File: src/design/csbp_pkg.sv
// ----------------------------------------------------------------------------
// csbp_pkg
// Shared constants for the code and symbol bit packer.
// ----------------------------------------------------------------------------
`default_nettype none

package csbp_pkg;

  // widths of the transaction fields
  localparam int unsigned FieldCodeBits = 16;
  localparam int unsigned LengthBits    = 5;
  localparam int unsigned ByteBits      = 8;
  localparam int unsigned PendingBits   = 7;
  localparam int unsigned CountBits     = 3;

  // accumulator holds pending bits, the longest code and one symbol
  localparam int unsigned AccBits       = PendingBits + FieldCodeBits + ByteBits;
  // up to three completed bytes per pack transaction
  localparam int unsigned MaxBytes      = 3;
  localparam int unsigned WordBits      = MaxBytes * ByteBits;
  localparam int unsigned ByteCountBits = 2;

  // default code width cap
  localparam int unsigned CODE_WIDTH_DEFAULT = 16;

  // operation codes
  localparam logic OP_PACK  = 1'b0;
  localparam logic OP_FLUSH = 1'b1;

endpackage

`default_nettype wire

File: src/design/csbp_if.sv
// ----------------------------------------------------------------------------
// csbp_if
// Valid/ready channels for packer input items and output bytes.
// ----------------------------------------------------------------------------
`default_nettype none

// input channel: one pack or flush request per transaction
interface csbp_item_if;
  logic        valid;
  logic        ready;
  logic        operation;
  logic [15:0] code_value;
  logic [4:0]  code_length;
  logic [7:0]  symbol_byte;

  modport source (output valid, output operation, output code_value,
                  output code_length, output symbol_byte, input ready);
  modport sink   (input valid, input operation, input code_value,
                  input code_length, input symbol_byte, output ready);
endinterface

// output channel: one packed byte per transaction
interface csbp_result_if;
  logic       valid;
  logic       ready;
  logic [7:0] packed_byte;
  logic       last_of_run;

  modport source (output valid, output packed_byte, output last_of_run, input ready);
  modport sink   (input valid, input packed_byte, input last_of_run, output ready);
endinterface

`default_nettype wire

File: src/design/code_symbol_bit_packer.sv
// ----------------------------------------------------------------------------
// code_symbol_bit_packer
// Packs code and symbol pairs into bytes, least significant bit first.
// ----------------------------------------------------------------------------
// Usage:
//   item   : pack (code of 0..16 bits plus an 8-bit symbol) or flush requests.
//   result : one packed byte per transaction, earliest bit in bit 0;
//            last_of_run marks the final byte caused by an item.
// A pack item yields 1 to 3 bytes, a flush yields the partial byte with its
// unused high bits zero, or nothing when no bits are pending.
// Latency: the first byte of an item is valid the cycle after it is taken.
// Throughput: the byte buffer hands out one byte per cycle while the receiver
// is ready; a flush with nothing pending leaves the buffer empty;
// the next item is taken in the cycle its predecessor's last byte leaves.
// Reset (rst, synchronous) empties the byte buffer and the pending bits.
// When the receiver stalls, the current byte holds and item.ready drops
// once the buffer cannot be emptied in the same cycle.
// ----------------------------------------------------------------------------
`default_nettype none

module code_symbol_bit_packer
  import csbp_pkg::*;
#(
  parameter int unsigned CODE_WIDTH = CODE_WIDTH_DEFAULT
) (
  input  logic          clk,
  input  logic          rst,
  csbp_item_if.sink     item,
  csbp_result_if.source result
);

  // effective code length cap
  localparam int unsigned CodeCap = (CODE_WIDTH < FieldCodeBits) ? CODE_WIDTH : FieldCodeBits;
  localparam logic [LengthBits-1:0] LenCap = LengthBits'(CodeCap);

  // state
  logic [PendingBits-1:0]   pending_bits;
  logic [CountBits-1:0]     pending_count;
  logic [WordBits-1:0]      byte_word;
  logic [ByteCountBits-1:0] byte_count;

  // combinational
  logic                     take;
  logic                     emit;
  logic [LengthBits-1:0]    eff_len;
  logic [FieldCodeBits-1:0] code_masked;
  logic [AccBits-1:0]       acc;
  logic [LengthBits-1:0]    total;
  logic [ByteCountBits-1:0] pack_bytes;
  logic [AccBits-1:0]       acc_rest;
  logic [WordBits-1:0]      load_word;
  logic [ByteCountBits-1:0] load_count;
  logic [PendingBits-1:0]   pending_bits_next;
  logic [CountBits-1:0]     pending_count_next;

  // handshakes
  assign emit       = result.valid && result.ready;
  assign item.ready = (byte_count == '0) || ((byte_count == ByteCountBits'(1)) && result.ready);
  assign take       = item.valid && item.ready;

  // output register view of the byte buffer
  assign result.valid       = (byte_count != '0);
  assign result.packed_byte = byte_word[ByteBits-1:0];
  assign result.last_of_run = (byte_count == ByteCountBits'(1));

  // append code and symbol to the pending bits
  always_comb begin
    eff_len     = (item.code_length > LenCap) ? LenCap : item.code_length;
    code_masked = item.code_value & ~({FieldCodeBits{1'b1}} << eff_len);
    acc         = AccBits'(pending_bits)
                | (AccBits'(code_masked) << pending_count)
                | (AccBits'(item.symbol_byte) << (LengthBits'(pending_count) + eff_len));
    total       = LengthBits'(pending_count) + eff_len + LengthBits'(ByteBits);
    pack_bytes  = total[LengthBits-1:CountBits];
    acc_rest    = acc >> {pack_bytes, 3'b000};
  end

  // select what an accepted transaction loads
  always_comb begin
    unique case (item.operation)
      OP_FLUSH: begin
        load_word          = WordBits'(pending_bits);
        load_count         = (pending_count != '0) ? ByteCountBits'(1) : '0;
        pending_bits_next  = '0;
        pending_count_next = '0;
      end
      default: begin
        load_word          = acc[WordBits-1:0];
        load_count         = pack_bytes;
        pending_bits_next  = acc_rest[PendingBits-1:0];
        pending_count_next = total[CountBits-1:0];
      end
    endcase
  end

  // byte buffer and pending store
  always_ff @(posedge clk) begin
    if (rst) begin
      byte_count    <= '0;
      pending_bits  <= '0;
      pending_count <= '0;
    end else begin
      if (take) begin
        byte_word     <= load_word;
        byte_count    <= load_count;
        pending_bits  <= pending_bits_next;
        pending_count <= pending_count_next;
      end else if (emit) begin
        byte_word  <= byte_word >> ByteBits;
        byte_count <= byte_count - ByteCountBits'(1);
      end
    end
  end

  // bits above the pending count stay zero
  a_pending_clean: assert property (@(posedge clk) disable iff (rst)
    ((pending_bits >> pending_count) == '0))
    else $error("pending bits set above pending count");

  // a pack transaction always produces at least one byte
  a_pack_emits: assert property (@(posedge clk) disable iff (rst)
    (take && (item.operation == OP_PACK)) |=> result.valid)
    else $error("pack transaction produced no byte");

  // a flush leaves nothing pending
  a_flush_clears: assert property (@(posedge clk) disable iff (rst)
    (take && (item.operation == OP_FLUSH)) |=> (pending_count == '0))
    else $error("flush left pending bits");

  // a new item is taken only when the buffer is empty or drains this cycle
  a_no_overrun: assert property (@(posedge clk) disable iff (rst)
    take |-> ((byte_count == '0) || ((byte_count == ByteCountBits'(1)) && emit)))
    else $error("item taken over undelivered bytes");

endmodule

`default_nettype wire

File: src/flat_wrapper.sv
// flat-port wrapper written by rule: the top's interface ports become plain ports
module code_symbol_bit_packer_flat import csbp_pkg::*;
#(
  parameter int unsigned CODE_WIDTH = CODE_WIDTH_DEFAULT
)
  (clk, rst, item_valid, item_operation, item_code_value, item_code_length, item_symbol_byte, item_ready, result_valid, result_packed_byte, result_last_of_run, result_ready);
  csbp_item_if item_i ();
  csbp_result_if result_i ();
  input  logic clk;
  input  logic rst;
  input wire logic [$bits(item_i.valid)-1:0] item_valid;
  input wire logic [$bits(item_i.operation)-1:0] item_operation;
  input wire logic [$bits(item_i.code_value)-1:0] item_code_value;
  input wire logic [$bits(item_i.code_length)-1:0] item_code_length;
  input wire logic [$bits(item_i.symbol_byte)-1:0] item_symbol_byte;
  output wire logic [$bits(item_i.ready)-1:0] item_ready;
  output wire logic [$bits(result_i.valid)-1:0] result_valid;
  output wire logic [$bits(result_i.packed_byte)-1:0] result_packed_byte;
  output wire logic [$bits(result_i.last_of_run)-1:0] result_last_of_run;
  input wire logic [$bits(result_i.ready)-1:0] result_ready;
  assign item_i.valid = item_valid;
  assign item_i.operation = item_operation;
  assign item_i.code_value = item_code_value;
  assign item_i.code_length = item_code_length;
  assign item_i.symbol_byte = item_symbol_byte;
  assign item_ready = item_i.ready;
  assign result_valid = result_i.valid;
  assign result_packed_byte = result_i.packed_byte;
  assign result_last_of_run = result_i.last_of_run;
  assign result_i.ready = result_ready;
  code_symbol_bit_packer #(.CODE_WIDTH(CODE_WIDTH)) u_core (.clk(clk), .rst(rst), .item(item_i), .result(result_i));
endmodule
File: config.mk
export PLATFORM = sky130hd
export DESIGN_NAME = code_symbol_bit_packer_flat
export DESIGN_NICKNAME = d
export VERILOG_FILES = /design/src/design/csbp_pkg.sv /design/src/design/csbp_if.sv /design/src/design/code_symbol_bit_packer.sv /design/src/flat_wrapper.sv
export SDC_FILE = /design/constraint.sdc
export NUM_CORES = 1
export LEC_CHECK = 0
export ABC_AREA = 1
export BUFFER_PORTS_ARGS = -buffer_cell sky130_fd_sc_hd__buf_2
export CORE_AREA = 2 2 102 84
export DETAILED_ROUTE_END_ITERATION = 12
export DIE_AREA = 0 0 104 86
export PLACE_DENSITY = 0.78
export RECOVER_POWER = 25
export SYNTH_ARGS = -nofsm -noshare
export SYNTH_HDL_FRONTEND = slang
export SYNTH_SLANG_ARGS = --single-unit
File: constraint.sdc
create_clock -name clk -period 2.06 [get_ports clk]
set_input_delay 0.206 -clock clk [delete_from_list [all_inputs] [get_ports clk]]
set_output_delay 0.206 -clock clk [all_outputs]
set_load 0.1 [all_outputs]
==> impl_metrics.csv <==
group,metric,value,unit
clocking,cts_inserted_buffers,5,
global_route,antenna_found_initial,0,
cells_and_area,diodes,0,
timing,setup_viol,1,
timing,slew_headroom,22.7,%
floorplan,core_area,7840,sq um
worst_setup_path,end_kind,"flop",
worst_setup_path,r2r-start,"u_core.pending_count[1]",
worst_setup_path,crit_arrival,2.27,ns
timing,fin_crit_sh,102,%
yosys,synthTopCellsByCount,"nand2_1 (226), nand3_1 (103), inv_1 (50)",
global_route,overflow,0,
clocking,htree_levels,2,
worst_setup_path,crit_path_max_incr_delay,0.36,ns
yosys,seq_area_frac_synth,27.4,%
yosys,synth_async_sr_flop_share,0,%
worst_setup_path,crit_fanout,8,
yosys,yosys.area.top_type,"nand2_1",
floorplan,initial_utilization,44.7,%
outcome,violations,"negative setup slack",
timing,rsz0062_at_grt,"true",
cells_and_area,syn_to_final_growth,32.6,%
yosys,yosysTopAreaCellShare,24.2,%
clocking,worstSkewPairLatency,0.30,ns
cells_and_area,nets,700,
worst_hold_path,hp-class,"in -> reg",
worst_setup_path,crit_chain,"nand3_2 -> nand2_2 -> inv_2 -> ha_4 -> buf_6 -> nand3_1 -> nand2_1 -> nand3_1 -> nand3_1 -> nand2_1 -> nand2_1 -> nand3_1 -> nand2_1 -> nand2_1 -> nand3_2 -> a21oi_2",
yosys,synth_area_leaders,"nand2_1 (24%), edfxtp_1 (21%), nand3_1 (15%)",
yosys,yosys_register_bits,36,
global_route,first_global_vias,3771,
yosys,avgSynthCellArea,6.03,sq um
clocking,cts_tree,"built",
power_and_ir_drop,p_leak,0.00217,uW
global_route,grt_max_degree,25,
cells_and_area,drive_above_1_share,31.4,%
clocking,cts_sinks,36,
timing,finalMaxSlewViolations,0,
place,pre_cts_ws,-0.208,ns
cells_and_area,nFillCells,755,
worst_setup_path,reg2reg_slack,-0.04,ns
yosys,synth_ff_type,"edfxtp_1",
worst_setup_path,critical_path.top_delay_family,"simple AND/OR/NAND/NOR gates",
power_and_ir_drop,internal_power,1650,uW
floorplan,fp.dieW,104,um
route,vias,4251,
power_and_ir_drop,peakVddDrop,0.358,mV
floorplan,std_cell_rows,29,
power_and_ir_drop,power_frac_comb,51.7,%
worst_setup_path,crit_path_start_kind,"flop",
floorplan,die_height,86,um
timing,fin_ws,-0.0359,ns
clocking,clockBufferDepth,2,
yosys,syn_inst,581,
yosys,synth.net_count,619,
route,via_per_inst,5.51,
timing,fin_worst_skew,0.00477,ns
place,io_buffers,44,
cells_and_area,final_util,59.2,%
clocking,cts_root_buffer,"clkbuf_8",
worst_hold_path,hold_start,"item_operation",
power_and_ir_drop,swShare,45.7,%
worst_hold_path,holdPathEnd,"u_core.pending_count[2]",
timing,fmax,0.477,GHz
global_route,grt_use_total,24.5,%
floorplan,die-area,8940,sq um
flow_run,cap_violations,0,
worst_setup_path,crit_top_cell,"nand2_1",
clocking,path_clk_slew,0.08,ns
route,dr.pass1.iters,5,
yosys,yosys_warnings,0,
route,final_antenna_net_count,0,
outcome,status,"complete, but fails checks",
route,wl_per_cell,14.7,um
worst_setup_path,r2r_cells,16,
yosys,syn-cell-area,3500,sq um
timing,hold_viol,0,
worst_hold_path,worstHoldPathCells,4,
power_and_ir_drop,p_seq_share,30.0,%
worst_setup_path,path_buf_inv,2,
worst_setup_path,r2r-end,"u_core.pending_bits[2]",
yosys,yosysMostFrequentCell,"nand2_1",
timing,fin_tns_setup,-0.0359,ns
route,drt-total-wl,11.3,mm
yosys,yosysUniqueCellTypes,36,
global_route,grt_pass1_wl,17.7,mm
floorplan,io_pins,45,
route,drc,0,
place,hpwl,8.41,mm
power_and_ir_drop,power.density,654,nW/um^2
yosys,synth_edf_count,24,
power_and_ir_drop,clkPwrFrac,18.3,%
worst_setup_path,cp_slowest_cell,"dfxtp_2",
worst_setup_path,crit_required,2.24,ns
timing,period_needed,2.10,ns
worst_setup_path,path_class,"reg -> reg",
route,drt_iter0_markers,561,
power_and_ir_drop,power.switching,1390,uW
place,place_congestion,1.00,
timing,worstMarginPinSlew,1.16,ns
cells in the final DEF, fill, tap and decap left out, drive strengths merged, types with 9 or more instances in the layout:
| cell | Yosys | layout |
|---|---|---|
| a21oi | 18 | 18 |
| buf | 21 | 96 |
| clkbuf | 12 | 16 |
| dfxtp | 12 | 12 |
| edfxtp | 24 | 24 |
| inv | 56 | 56 |
| nand2 | 239 | 241 |
| nand3 | 107 | 107 |
| nand4 | 9 | 9 |
| nor2 | 23 | 23 |
| o211ai | 12 | 12 |
| o21ai | 24 | 24 |
power by group through the flow:
stage	Clock [uW]	Sequential, uW	Combinational [uW]
finish	555	912	1570
global route	587	921	1700
CTS	545	913	1400
detailed placement	0	928	1390
global placement	0	925	1370
floorplan	0	923	1080
tightest hold or removal path, delay by kind of cell:
family | cells | cell delay, ns
simple gates | 2 | 0.14
buf+inv | 1 | 0.13
compound gates | 1 | 0.05
repair_timing:
item                                    in CTS  in global routing
gates resized for setup                      6                 88
buffers inserted                             0                 10
hold buffers                                 0                  0
hold endpoints to repair                     0                  0
pin swaps                                    0                 39
endpoints found under the setup margin      26                 55
gates cloned                                 0                  2
cell families after synthesis:
kind of cell / share of synthesized area (%)
AO/OA/AOI/OAI: 11.8
adder cells (fa/ha/maj): 1.43
buffers and inverters: 11.6
flip-flops: 27.4
multiplexers: 0.286
AND/OR/NAND/NOR: 47.5
layout make-up:
type	count	area, sq um	share of cell area [%]
repair buffers	105	706	15.2
clock buffers	7	86.3	1.86
flip-flops and latches	36	965	20.8
inverters	58	234	5.04
clock inverters	1	7.51	0.162
multi-input cells	456	2510	54.0
well taps	108	135	2.91
how the worst max path moves through the flow:
stage               cells past startpoint                      to                     from
floorplan                               9    u_core.byte_count[1]     u_core.byte_count[1]
global placement                       16  u_core.pending_bits[5]      item_code_length[0]
detailed placement                     16  u_core.pending_bits[5]      item_code_length[0]
CTS                                    20  u_core.pending_bits[2]  u_core.pending_count[1]
global route                           17  u_core.pending_bits[2]  u_core.pending_count[1]
finish                                 16  u_core.pending_bits[2]  u_core.pending_count[1]
sequential cells by signal (all words and copies together) (netlist names):
| signal | cells |
|---|---|
| u_core.pending_count | 3 |
| u_core.byte_count | 2 |
| u_core.pending_bits | 7 |
| u_core.byte_word | 24 |
metal layers:
layer	up-vias	track usage (%)	routed length, um
met2	181	41.2	5410
met1	1971	33.3	4870
li1	2078	-	-
met5	-	0	0
met3	21	3.65	857
met4	0	6.02	202
through the flow:
stage,power (uW),hold WS (ns),cell area [sq um],cells
after global placement,2290,0.465,4120,751
final,3040,0.272,4640,771
after CTS,2860,0.276,4240,759
after detailed placement,2320,0.472,4120,751
after floorplan,2000,0.275,3610,581
after global routing,3210,0.290,4640,771
No activity file was read; power rests on OpenSTA's default activity.
